$ cat config.mk
export PLATFORM = sky130hd
export DESIGN_NAME = mac_text_to_magic_packet
export DESIGN_NICKNAME = d
export VERILOG_FILES = /design/src/rtl/core/mttmp_pkg.sv /design/src/rtl/core/mac_text_to_magic_packet.sv /design/src/rtl/core/mttmp_parse.sv
export SDC_FILE = /design/constraint.sdc
export NUM_CORES = 1
export LEC_CHECK = 0
export BUFFER_PORTS_ARGS = -buffer_cell sky130_fd_sc_hd__buf_2
export CORE_MARGIN = 8
export CORE_UTILIZATION = 50
export CTS_CLUSTER_DIAMETER = 100
export CTS_CLUSTER_SIZE = 40
export DETAILED_ROUTE_END_ITERATION = 10
export PLACE_DENSITY = 0.67
export SKIP_LAST_GASP = 1
export SLEW_MARGIN = 15
export SYNTH_ARGS = -nofsm -noshare
export SYNTH_HDL_FRONTEND = slang
export SYNTH_SLANG_ARGS = --single-unit
$ cat constraint.sdc
create_clock -name clk -period 8.1 [get_ports clk]
set_input_delay 1.62 -clock clk [delete_from_list [all_inputs] [get_ports clk]]
set_output_delay 1.62 -clock clk [all_outputs]
set_load 0.01 [all_outputs]
$ cat src/rtl/core/mttmp_pkg.sv
package mttmp_pkg;

  // Address text is "hh:hh:hh:hh:hh:hh"
  localparam int unsigned TEXT_LEN_I = 17;
  localparam int unsigned POS_W      = 5;
  localparam int unsigned ADDR_W     = 48;
  localparam int unsigned CHAR_W     = 8;

  localparam logic [POS_W-1:0]  TEXT_LEN = POS_W'(TEXT_LEN_I);
  localparam logic [CHAR_W-1:0] COLON    = 8'h3A;
  localparam logic [ADDR_W-1:0] PREAMBLE = 48'hFFFF_FFFF_FFFF;

  // Digit decode: bit 4 set means the character is not a hex digit
  localparam logic [4:0] HEX_BAD = 5'h10;

  // Result status codes
  localparam logic STATUS_OK   = 1'b0;
  localparam logic STATUS_FAIL = 1'b1;

  // One finished run handed from the parser to the packet emitter
  typedef struct packed {
    logic              err;
    logic [ADDR_W-1:0] addr;
  } job_t;

  // Decode one ASCII hex digit, either case
  function automatic logic [4:0] hex_value(input logic [CHAR_W-1:0] ch);
    logic [4:0] v;
    v = HEX_BAD;
    if (ch >= 8'h30 && ch <= 8'h39) begin
      v = 5'(ch - 8'h30);
    end else if (ch >= 8'h41 && ch <= 8'h46) begin
      v = 5'(ch - 8'h37);
    end else if (ch >= 8'h61 && ch <= 8'h66) begin
      v = 5'(ch - 8'h57);
    end
    return v;
  endfunction

  // Separator slots sit after every digit pair but the last
  function automatic logic is_sep_pos(input logic [POS_W-1:0] pos);
    return (pos == 5'd2) || (pos == 5'd5) || (pos == 5'd8) ||
           (pos == 5'd11) || (pos == 5'd14);
  endfunction

endpackage

$ cat src/rtl/core/mac_text_to_magic_packet.sv
// Magic packet generator fed with the text form of a MAC address. Characters
// arrive on the in_ stream one per transfer, in_tlast on the final one, and the
// block takes one character every cycle while in_tready is high. On the final
// character a valid "hh:hh:hh:hh:hh:hh" text yields REPEATS+1 result words on the
// out_ stream, one per cycle while out_tready is high: an all-ones preamble word,
// then the address REPEATS times, out_tlast on the last. Any bad text yields one
// word of zero with out_tuser set and out_tlast set. The run is registered in the
// waiting slot, then in the emitter, then in the output register before its first
// word appears. Characters of the next text are taken while the packet is still
// going out; one finished run may wait behind the one being sent, and in_tready
// drops only when a further final character would need that waiting slot.
module mac_text_to_magic_packet
  import mttmp_pkg::*;
#(
  parameter int unsigned REPEATS = 16
)
(
  input  logic        clk,
  input  logic        rst_n,
  input  logic        in_tvalid,
  output logic        in_tready,
  input  logic [7:0]  in_tdata,   // [7:0] address_char
  input  logic        in_tlast,   // end_of_text
  output logic        out_tvalid,
  input  logic        out_tready,
  output logic [47:0] out_tdata,  // [47:0] packet_word
  output logic        out_tuser,  // [0] status
  output logic        out_tlast   // last_word
);

  localparam int unsigned CNT_W = $clog2(REPEATS + 1);
  localparam logic [CNT_W-1:0] LAST_CNT = CNT_W'(REPEATS);

  logic              in_fire;
  logic              parse_done;
  job_t              parse_job;

  logic              job_valid_r, job_valid_nxt;
  job_t              job_r;

  logic              em_active_r, em_active_nxt;
  logic              em_err_r;
  logic [ADDR_W-1:0] em_addr_r;
  logic [CNT_W-1:0]  em_cnt_r, em_cnt_nxt;
  logic              em_last;
  logic              em_take;
  logic              out_load;

  logic              out_tvalid_r, out_tvalid_nxt;
  logic [ADDR_W-1:0] out_tdata_r, out_word;
  logic              out_tuser_r;
  logic              out_tlast_r;

  // Hold off only a final character that finds the waiting slot still occupied
  assign in_tready = !job_valid_r || em_take || !in_tlast;
  assign in_fire   = in_tvalid && in_tready;

  mttmp_parse u_parse (
    .clk       (clk),
    .rst_n     (rst_n),
    .char_fire (in_fire),
    .char_in   (in_tdata),
    .char_last (in_tlast),
    .job_valid (parse_done),
    .job       (parse_job)
  );

  // Emit one word whenever the output register is free
  always_comb begin
    out_load = em_active_r && (!out_tvalid_r || out_tready);
    em_last  = em_err_r || (em_cnt_r == LAST_CNT);
    em_take  = job_valid_r && (!em_active_r || (out_load && em_last));

    if (em_err_r) begin
      out_word = '0;
    end else if (em_cnt_r == '0) begin
      out_word = PREAMBLE;
    end else begin
      out_word = em_addr_r;
    end

    em_active_nxt = em_active_r;
    em_cnt_nxt    = em_cnt_r;
    if (out_load) begin
      if (em_last) begin
        em_active_nxt = 1'b0;
      end else begin
        em_cnt_nxt = em_cnt_r + 1'b1;
      end
    end
    if (em_take) begin
      em_active_nxt = 1'b1;
      em_cnt_nxt    = '0;
    end

    job_valid_nxt = job_valid_r;
    if (em_take) job_valid_nxt = 1'b0;
    if (parse_done) job_valid_nxt = 1'b1;

    out_tvalid_nxt = out_tvalid_r;
    if (out_load) begin
      out_tvalid_nxt = 1'b1;
    end else if (out_tready) begin
      out_tvalid_nxt = 1'b0;
    end
  end

  // Control state
  always_ff @(posedge clk) begin
    if (!rst_n) begin
      job_valid_r  <= 1'b0;
      em_active_r  <= 1'b0;
      em_cnt_r     <= '0;
      out_tvalid_r <= 1'b0;
    end else begin
      job_valid_r  <= job_valid_nxt;
      em_active_r  <= em_active_nxt;
      em_cnt_r     <= em_cnt_nxt;
      out_tvalid_r <= out_tvalid_nxt;
    end
  end

  // Payload: pending run, run being sent, result word
  always_ff @(posedge clk) begin
    if (parse_done) job_r <= parse_job;
    if (em_take) begin
      em_err_r  <= job_r.err;
      em_addr_r <= job_r.addr;
    end
    if (out_load) begin
      out_tdata_r <= out_word;
      out_tuser_r <= em_err_r ? STATUS_FAIL : STATUS_OK;
      out_tlast_r <= em_last;
    end
  end

  assign out_tvalid = out_tvalid_r;
  assign out_tdata  = out_tdata_r;
  assign out_tuser  = out_tuser_r;
  assign out_tlast  = out_tlast_r;

`ifndef SYNTHESIS
  a_err_single: assert property (@(posedge clk) disable iff (!rst_n)
    out_tvalid && out_tuser |-> out_tlast && (out_tdata == '0))
    else $error("error result not a single zero word");

  a_cnt_range: assert property (@(posedge clk) disable iff (!rst_n)
    em_active_r |-> em_cnt_r <= LAST_CNT)
    else $error("word count past repeat count");

  a_job_held: assert property (@(posedge clk) disable iff (!rst_n)
    job_valid_r && !em_take |=> job_valid_r)
    else $error("pending run lost");

  a_job_taken: assert property (@(posedge clk) disable iff (!rst_n)
    parse_done |=> job_valid_r)
    else $error("finished run not captured");

  a_preamble_first: assert property (@(posedge clk) disable iff (!rst_n)
    out_load && !em_err_r && (em_cnt_r == '0) |=> out_tdata == PREAMBLE)
    else $error("packet does not open with preamble");
`endif

endmodule

$ cat src/rtl/core/mttmp_parse.sv
module mttmp_parse
  import mttmp_pkg::*;
(
  input  logic              clk,
  input  logic              rst_n,
  input  logic              char_fire,
  input  logic [CHAR_W-1:0] char_in,
  input  logic              char_last,
  output logic              job_valid,
  output job_t              job
);

  logic [POS_W-1:0]  pos_r, pos_nxt;
  logic [ADDR_W-1:0] shift_r, shift_nxt;
  logic              fail_r, fail_nxt;
  logic [4:0]        digit;

  // Check one character against its slot and fold it into the address
  always_comb begin
    digit     = hex_value(char_in);
    pos_nxt   = pos_r;
    shift_nxt = shift_r;
    fail_nxt  = fail_r;
    if (pos_r >= TEXT_LEN) begin
      fail_nxt = 1'b1;
      pos_nxt  = TEXT_LEN;
    end else begin
      if (is_sep_pos(pos_r)) begin
        if (char_in != COLON) fail_nxt = 1'b1;
      end else if (digit[4]) begin
        fail_nxt = 1'b1;
      end else begin
        shift_nxt = {shift_r[ADDR_W-5:0], digit[3:0]};
      end
      pos_nxt = pos_r + 5'd1;
    end
  end

  // Hand the run over on the final character
  assign job_valid = char_fire && char_last;
  assign job.err   = fail_nxt || (pos_nxt != TEXT_LEN);
  assign job.addr  = shift_nxt;

  // Advance parse state; restart after the final character
  always_ff @(posedge clk) begin
    if (!rst_n) begin
      pos_r  <= '0;
      fail_r <= 1'b0;
    end else if (char_fire) begin
      if (char_last) begin
        pos_r  <= '0;
        fail_r <= 1'b0;
      end else begin
        pos_r  <= pos_nxt;
        fail_r <= fail_nxt;
      end
    end
  end

  // Address digits need no reset: a good run overwrites all of them
  always_ff @(posedge clk) begin
    if (char_fire) shift_r <= shift_nxt;
  end

`ifndef SYNTHESIS
  a_pos_range: assert property (@(posedge clk) disable iff (!rst_n)
    pos_r <= TEXT_LEN)
    else $error("parse position past text length");

  a_restart: assert property (@(posedge clk) disable iff (!rst_n)
    char_fire && char_last |=> (pos_r == '0) && !fail_r)
    else $error("parser did not restart after final character");

  a_overlength: assert property (@(posedge clk) disable iff (!rst_n)
    char_fire && !char_last && (pos_r == TEXT_LEN) |=> fail_r && (pos_r == TEXT_LEN))
    else $error("overlength text not flagged");

  a_short_fails: assert property (@(posedge clk) disable iff (!rst_n)
    job_valid && (pos_r < 5'd16) |-> job.err)
    else $error("short text not flagged");
`endif

endmodule
### Yosys cells after proc, flatten, opt, wreduce, memory -nomap -nowiden

Cells that the tools add are included.

* equal/unequal tests: 8
* multiplexer cells: 22
* bitwise logic cells: 2
* shifts and indexed selects: 0
* order comparisons: 7
* $mul: 0
* add/subtract/negate cells: 5
* divide/modulo/power cells: 0
* reduce and logical (&&, ||, !) cells: 30

Operators with widths (number)
* $mux W48: 4
* $mux W5: 5
* $ge A8 B7 Y1 const B: 2
* $le A8 B7 Y1 const B: 2
* $eq A5 B4 Y1 const B: 3
* $sub A5 B5 Y5 const B: 3
* $mux W1: 13
* $add A5 B1 Y5 const B: 2
* $logic_or A1 B1 Y1: 10
* $ge A8 B6 Y1 const B: 1
* $le A8 B6 Y1 const B: 1
* $logic_and A1 B1 Y1: 8
* $ne A8 B6 Y1 const B: 1
* $reduce_bool A2 Y1: 4
* $eq A5 B2 Y1 const B: 1
* $eq A5 B3 Y1 const B: 1
* $eq A5 B5 Y1 const B: 1
* $ge A5 B5 Y1 const B: 1
* $logic_not A5 Y1: 1
* $ne A5 B5 Y1 const B: 1
* $logic_not A1 Y1: 4
* $reduce_and A2 Y1: 2
* $not A1 Y1: 2
* $reduce_or A2 Y1: 1

* bits of input ports: 13
* memories: 0
* ROM bits: 0
* bits in writable memories: 0
* register bits: 210
* output and inout bits: 52
* latch bits: 0

### Depth between registers and ports, before layout

Gate-level depths: netlist of the first run.

* depth after elaboration: 11
* gate-level depth with buffers: 8
* depth with buffers taken out: 7

### By module

A second synthesis of the first run with hierarchy kept.

* cells, all modules: 497
* area total of the unflattened synthesis: 8007.7 sq um

Modules (own cells, without submodules)
* mac_text_to_magic_packet: cells each 303, instances 1, sequential area each 4604.4 sq um, area an instance 5265.0 sq um
* mttmp_parse: cells each 194, instances 1, sequential area each 1561.5 sq um, area an instance 2742.6 sq um

### Worst setup path after synthesis of the first run

OpenSTA, ideal clock, no wires.

* path type: input -> register
* from: in out_tready
* to: reg job_r[0] (netlist bit) (enable)
* library setup time: 0.412 ns
* arrival time: 6.021 ns
* cell stages on the path: 4
* required time: 7.688 ns
* setup slack: 1.668 ns
* buffers on the path: 0
* cells stage by stage: nor2b_1 o21bai_1 a41oi_1 and2_1

* longest elaborated chain between the ends: 9

Ends and longest elaborated chain
* start: declaration: RTL line mac_text_to_magic_packet.sv:25 `input logic out_tready,`
* $logic_or A1 B1 Y1: RTL line mac_text_to_magic_packet.sv:70 `out_load = em_active_r && (!out_tvalid_r || out_tready);`
* $logic_and A1 B1 Y1: RTL line mac_text_to_magic_packet.sv:70
* $logic_and A1 B1 Y1: RTL line mac_text_to_magic_packet.sv:72 `em_take = job_valid_r && (!em_active_r || (out_load && em_last));`
* $logic_or A1 B1 Y1: RTL line mac_text_to_magic_packet.sv:72
* $logic_and A1 B1 Y1: RTL line mac_text_to_magic_packet.sv:72
* $logic_or A1 B1 Y1 (2 in series): RTL line mac_text_to_magic_packet.sv:55 `assign in_tready = !job_valid_r || em_take || !in_tlast;`
* $logic_and A1 B1 Y1: RTL line mac_text_to_magic_packet.sv:56 `assign in_fire = in_tvalid && in_tready;`
* $logic_and A1 B1 Y1: RTL line mttmp_parse.sv:40 `assign job_valid = char_fire && char_last;`
* end signal: assignment: RTL line mac_text_to_magic_packet.sv:125 `if (parse_done) job_r <= parse_job;`
* end: declaration: RTL line mac_text_to_magic_packet.sv:39 `job_t job_r;`

Every way passes these cells.
A chain may end at the register's enable or synchronous reset.

### Worst setup path in the final report of the first run

* from: in out_tready
* to: out in_tready

* longest elaborated chain between the ends: 7

Ends and longest elaborated chain
* $logic_or A1 B1 Y1: RTL line mac_text_to_magic_packet.sv:70
* $logic_and A1 B1 Y1: RTL line mac_text_to_magic_packet.sv:70
* $logic_and A1 B1 Y1: RTL line mac_text_to_magic_packet.sv:72
* $logic_or A1 B1 Y1: RTL line mac_text_to_magic_packet.sv:72
* $logic_and A1 B1 Y1: RTL line mac_text_to_magic_packet.sv:72
* $logic_or A1 B1 Y1 (2 in series): RTL line mac_text_to_magic_packet.sv:55
* end: declaration: RTL line mac_text_to_magic_packet.sv:21 `output logic in_tready,`

Every way passes these cells.

==> flow_metrics.py, run 1 <==
metrics = {
    "status": {
        "status": "completed",
    },
    "cts": {
        "clockRootBuffer": "clkbuf_16",
        "cts.sinks": 210,
        "cts_tree": "built",
        "clock_latency_ps": 450,
        "post_cts_buffers": 0,
        "post_cts_resized": 0,
        "cts_buffers": 9,
        "h-tree-depth": 1,
        "cts_buffer_depth": 3,
        "clkTransAtPathRegs_ps": 120,
        "cts_hold_buf": 0,
    },
    "placement": {
        "hpwl_um": 7720,
        "port_buffers": 64,
        "place.gp.congestion": 0.740,
        "dp_cells": 748,
        "placed_area_um2": 8570,
    },
    "power": {
        "p_int_mw": 1.49,
        "p_clk_frac": 0.279,
        "ir_drop_mv": 0.127,
        "p_leak_nw": 3.12,
        "combPwrFrac": 0.046,
        "switching_share": 0.200,
        "cellPowerDensity_nw_per_um2": 211,
        "p_sw_uw": 372,
        "seq_power_share": 0.675,
    },
    "timing": {
        "period_minus_slack_ps": 4460,
        "setup-tns-final_ps": 0,
        "final-setup-viol-count": 0,
        "drv_slew": 0,
        "rsz0062_at_grt": "false",
        "hold_ws_ps": 414,
        "hold_viol": 0,
        "post-route-period-util": 0.551,
        "fmax_mhz": 224,
        "maxSlewHeadroom": 0.431,
        "worst_slew_pin_slew_ps": 846,
        "skew_ps": 18.4,
    },
    "logic_synthesis": {
        "synth.distinct_cells": 47,
        "syn-mean-instance-area_um2": 16.7,
        "ys_ff_latch": 210,
        "syn-cell-area_um2": 7990,
        "netlist_instances": 479,
        "syn-num-nets": 502,
        "async_reset_ff_frac": 0,
        "yosys_warnings": 0,
        "synth_edf_count": 196,
        "synthFlopType": "edfxtp_1",
        "seq_area_frac_synth": 0.772,
    },
    "worst_setup_path": {
        "crit_path_frequent_cell": "buf_2",
        "r2r-end": "job_r[11]",
        "reg2reg_from": "em_err_r",
        "cp_max_fo": 5,
        "worst-r2r-cell-count": 6,
        "critPathBufInv": 2,
        "path_class": "input port to primary output",
        "cp-start-kind": "input port",
        "cp_top_family": "simple AND/OR/NAND/NOR gates",
        "arrival_ps": 2840,
        "crit_slowest_cell": "nor2b_1",
        "required_ps": 6480,
        "reg2reg_slack_ps": 5020,
        "end_kind": "primary output",
        "worst_path_largest_cell_delay_ps": 320,
        "worstPathCellList": "buf_2 -> nor2b_1 -> o21bai_1 -> and2_1 -> nand3_1 -> buf_2",
    },
    "routing": {
        "drcViolationCount": 0,
        "drt_iter0_markers": 329,
        "post_drt_wl_per_cell_um": 16.5,
        "vias": 3849,
        "ant_nets": 0,
        "viasPerCell": 5.06,
        "drt-pass1-iter-count": 4,
        "routed_wl_um": 12600,
    },
    "cells_and_area": {
        "final_common_cell": "edfxtp_1",
        "regArea_um2": 6170,
        "multiInputGateArea_um2": 1720,
        "diodes": 0,
        "drive_above_1_share": 0.251,
        "area_growth_pct": 10.5,
        "fin_cells": 761,
        "num-fill-cells": 1277,
        "fin_area_um2": 8820,
        "mostFrequentLayoutCells": "edfxtp_1, nor2_1, buf_2, mux2_2, mux2_4",
        "final_util": 0.560,
        "nets": 566,
    },
    "grt": {
        "grt_pass1_wl_um": 20300,
        "grt_pass1_vias": 4012,
        "grtUsageTotal": 0.124,
        "grt_antenna_before_repair": 0,
        "grt_max_degree": 55,
        "overflow": 0,
    },
    "floorplan": {
        "die_h_um": 142,
        "die_w_um": 142,
        "dieArea_um2": 20300,
        "rows": 46,
        "core-area_um2": 15800,
        "ios": 65,
        "initial_core_util": 0.507,
    },
    "flow_run": {
        "maxCapViolations": 0,
    },
    "hold_path": {
        "min_to": "em_addr_r[12]",
        "worst_hold_startpoint": "job_r[12]",
        "hp-class": "register to register",
        "holdPathStages": 0,
    },
}
## layer usage
metal / vias up / share of wire / GRT usage
li1: 1870 / - / -
met1: 1910 / 0.45 / 0.156
met2: 59 / 0.50 / 0.219
met3: 10 / 0.042 / 0.0218
met4: 0 / 0.0091 / 0.0268
met5: - / 0 / 0
## final cells by class
| class | instances | share of cell area |
|---|---|---|
| Tap cell | 216 | 0.0306 |
| Sequential cell | 210 | 0.699 |
| Multi-Input combinational cell | 242 | 0.195 |
| Timing Repair Buffer | 71 | 0.0423 |
| Inverter | 9 | 0.00383 |
| Clock inverter | 2 | 0.00284 |
| Clock buffer | 11 | 0.0264 |
## cells by family (layout without fill, tap and decap cells)
logic type / count (synthesis) / in the layout / synth area share
AO/OA/AOI/OAI: 27 / 27 / 0.0260
buffers and inverters: 27 / 93 / 0.0175
flip-flops: 210 / 210 / 0.772
multiplexers: 45 / 45 / 0.0728
XOR/XNOR: 9 / 9 / 0.00987
adder cells (fa/ha/maj): 10 / 10 / 0.0157
AND/OR/NAND/NOR: 151 / 151 / 0.0862
## synth_stat cells, types with 4 or more instances
master	n	area, um2
mux2_4	20	300
xnor2_1	4	35.0
buf_6	5	56.3
clkbuf_1	11	41.3
xor2_1	5	43.8
ha_1	10	125
and2_1	4	25.0
mux2_2	22	248
edfxtp_1	196	5890
inv_1	9	33.8
a21oi_1	6	30.0
nand2_1	11	41.3
nand3_1	4	20.0
dfxtp_1	14	280
nor2_1	110	413
## registers in the layout (all words and copies together), names as in the netlist
register	flops
u_parse.fail_r	1
job_r	49
em_active_r	1
out_tdata	48
em_addr_r	48
out_tvalid	1
job_valid_r	1
u_parse.shift_r	48
em_cnt_r	5
em_err_r	1
out_tlast	1
u_parse.pos_r	5
out_tuser	1
## power groups by stage
stage	combinational, mW	clock (mW)	sequential, mW
floorplan	0.0596	0	1.28
global placement	0.0831	0	1.28
detailed placement	0.0867	0	1.28
CTS	0.0871	0.540	1.26
global route	0.0941	0.574	1.26
finish	0.0859	0.519	1.26
## through the flow
step	worst slack, ps	total power, mW
3_5_place_dp	3640	1.37
2_1_floorplan	1670	1.34
6_report	3640	1.86
4_1_cts	3630	1.88
5_1_grt	3550	1.93
3_3_place_gp	3680	1.36
## how the worst max path moves through the flow
| stage | from | to | slack [ps] | depth (start not counted) |
|---|---|---|---|---|
| 3_5_place_dp | out_tready | in_tready | 3640 | 6 |
| 3_3_place_gp | out_tready | in_tready | 3680 | 6 |
| 6_report | out_tready | in_tready | 3640 | 6 |
| 4_1_cts | out_tready | in_tready | 3630 | 6 |
| 5_1_grt | out_tready | in_tready | 3550 | 6 |
| 2_1_floorplan | out_tready | job_r[0] | 1670 | 4 |
Power figures use the tool's default switching activity.
==> inputs of run 2 (changes only) <==
ABC_AREA = 1   (was not set)
PLACE_DENSITY = 0.7   (was 0.67)
clock period = 3.7 ns   (was 8.1 ns; I/O delays follow)
==> run 2 against run 1 <==
  * Flip-flop and latch count is the same
  * Count of clock-buffer cells in the layout fell by 1
  * Total power is 120% higher
  * Cell area grew 0.48%
  * Via count is 16% higher
==> flow_metrics.py, run 2 <==
metrics = {
    "logic_synthesis": {
        "ys_ff_latch": 210,
        "synth_edf_count": 196,
        "yosys_warnings": 0,
        "netlist_instances": 621,
        "synth_area_leader_cell": "edfxtp_1",
        "syn-mean-instance-area_um2": 13.0,
        "synth.most_common_cell": "edfxtp_1",
        "async_reset_ff_frac": 0,
        "synth_area_leaders": "edfxtp_1, nand2_1, a21oi_1",
        "synth_commonest_cells": "edfxtp_1, nand2_1, inv_1",
        "netlist.area_leader.share": 0.731,
        "syn-num-nets": 644,
        "seq_area_frac_synth": 0.766,
        "syn-cell-area_um2": 8050,
        "synth.distinct_cells": 25,
        "synthFlopType": "edfxtp_1",
    },
    "power": {
        "ir_drop_mv": 0.345,
        "p_leak_nw": 3.50,
        "cellPowerDensity_nw_per_um2": 462,
    },
    "routing": {
        "viasPerCell": 4.98,
        "drcViolationCount": 0,
        "post_drt_wl_per_cell_um": 14.6,
        "drt_iter0_markers": 342,
        "vias": 4470,
        "drt-pass1-iter-count": 5,
        "routed_wl_um": 13100,
        "ant_nets": 0,
    },
    "timing": {
        "final-setup-viol-count": 0,
        "skew_ps": 36.3,
        "setup-tns-final_ps": 0,
        "hold_ws_ps": 391,
        "maxSlewHeadroom": 0.565,
        "period_minus_slack_ps": 2450,
        "rsz0062_at_grt": "false",
        "drv_slew": 0,
        "worst_slew_pin_slew_ps": 650,
        "post-route-period-util": 0.661,
        "fmax_mhz": 409,
        "hold_viol": 0,
    },
    "cells_and_area": {
        "num-fill-cells": 1266,
        "final_common_cell": "edfxtp_1",
        "area_growth_pct": 10.1,
        "largest_reg_flops": 49,
        "regMostFlops": "job_r",
        "drive_above_1_share": 0.137,
        "diodes": 0,
        "nets": 704,
        "mostFrequentLayoutCells": "edfxtp_1, nand2_1, inv_1, buf_2, a21oi_1",
    },
    "worst_setup_path": {
        "cp_max_fo": 3,
        "arrival_ps": 1710,
        "cp-start-kind": "register",
        "worst_path_largest_cell_delay_ps": 360,
        "crit_slowest_cell": "dfxtp_1",
        "path_class": "register to primary output",
        "required_ps": 2960,
        "end_kind": "primary output",
        "worstPathCellList": "inv_1 -> ha_1 -> nand4_1 -> nand2_1 -> nand2_1 -> nand4_1 -> buf_2",
        "critPathBufInv": 2,
        "cp_top_family": "simple AND/OR/NAND/NOR gates",
    },
    "grt": {
        "busiest_layer": "met2",
        "grtUsageTotal": 0.131,
        "grt_antenna_before_repair": 0,
        "grt_max_degree": 53,
        "grt_pass1_wl_um": 21700,
        "met3_usage": 0.0237,
        "grt_pass1_vias": 4504,
        "groute.layer.met1.usage": 0.156,
        "overflow": 0,
        "use_met2": 0.237,
    },
    "floorplan": {
        "die_w_um": 143,
        "dieArea_um2": 20400,
        "initial_core_util": 0.509,
        "ios": 65,
        "core-area_um2": 15800,
        "rows": 46,
        "die_h_um": 143,
    },
    "cts": {
        "post_cts_resized": 0,
        "cts.sinks": 210,
        "cts_tree": "built",
        "clock_latency_ps": 470,
        "clockRootBuffer": "clkbuf_16",
        "clkTransAtPathRegs_ps": 130,
        "h-tree-depth": 1,
        "cts_buffer_depth": 3,
        "cts_hold_buf": 0,
        "post_cts_buffers": 0,
        "cts_buffers": 9,
    },
    "placement": {
        "place.gp.congestion": 0.808,
        "hpwl_um": 8520,
        "port_buffers": 64,
    },
    "hold_path": {
        "hp-class": "register to register",
    },
    "flow_run": {
        "maxCapViolations": 0,
    },
    "status": {
        "status": "completed",
    },
}
[run 2: changes by cell type after synthesis, sizes merged, moves of 4 or more]
cell   previous run  this run
a21oi             6        63
and2              4         0
nand2            11       134
nand3             4        54
o21ai             1         7
xnor2             4         0
mux2             45         0
nor4b             4         0
nor2            110        18
inv               9        81
buf               7        13
[run 2: kinds of logic (layout without fill, tap and decap cells)]
group | count (synthesis) | count (layout) | synth area share
AO/OA/AOI/OAI | 72 | 72 | 0.0474
XOR/XNOR | 6 | 6 | 0.00653
adder cells (fa/ha/maj) | 10 | 10 | 0.0155
buffers and inverters | 106 | 166 | 0.0514
flip-flops | 210 | 210 | 0.766
AND/OR/NAND/NOR | 217 | 217 | 0.113
[run 2: per-stage QoR]
step / cells / utilization / power [mW] / instance area [um2] / worst slack, ps
floorplan: 621 / - / 2.95 / 8060 / 303
global placement: 886 / 0.544 / 3.01 / 8610 / 949
detailed placement: 886 / 0.544 / 3.03 / 8610 / 816
CTS: 897 / 0.560 / 4.13 / 8870 / 1230
global route: 897 / 0.560 / 4.25 / 8870 / 1030
finish: 897 / 0.560 / 4.10 / 8870 / 1250
[run 2: worst register-to-register path, delay by kind of cell, from the launching register on]
kind / cells / cell delay [ps]
adders and majority gates: 1 / 180
buffers and inverters: 4 / 770
DFF: 1 / 340
and+or+nand+nor: 6 / 710
[run 2: layer usage]
layer	wire [um]	vias up
met3	719	20
met4	269	0
met5	0	-
met2	6750	109
li1	-	2232
met1	5350	2109
[run 2: layout make-up]
type                            instances  area, um2  share of cell area
Clock buffer                           10        229              0.0258
Tap cell                              216        270              0.0305
Clock inverter                          1       30.0             0.00339
Sequential cell                       210       6170               0.695
Timing Repair Buffer                   73        388              0.0437
Inverter                               82        312              0.0351
Multi-Input combinational cell        305       1470               0.166
[run 2: power by group]
group	total, mW	switching, mW	internal, mW	leakage [nW]
Clock	1.13	0.664	0.464	0.123
Combinational	0.207	0.149	0.0580	1.42
Sequential	2.77	0.0395	2.73	1.95
[run 2: final timing paths]
kind	start	slack, ps	endpoint	depth (start not counted)
worst max-delay path	em_cnt_r[0]	1250	in_tready	7
worst min-delay path	job_r[4]	390	em_addr_r[4]	0
worst max register to register	em_cnt_r[0]	1300	job_r[48]	11
worst min register to register	job_r[4]	390	em_addr_r[4]	0
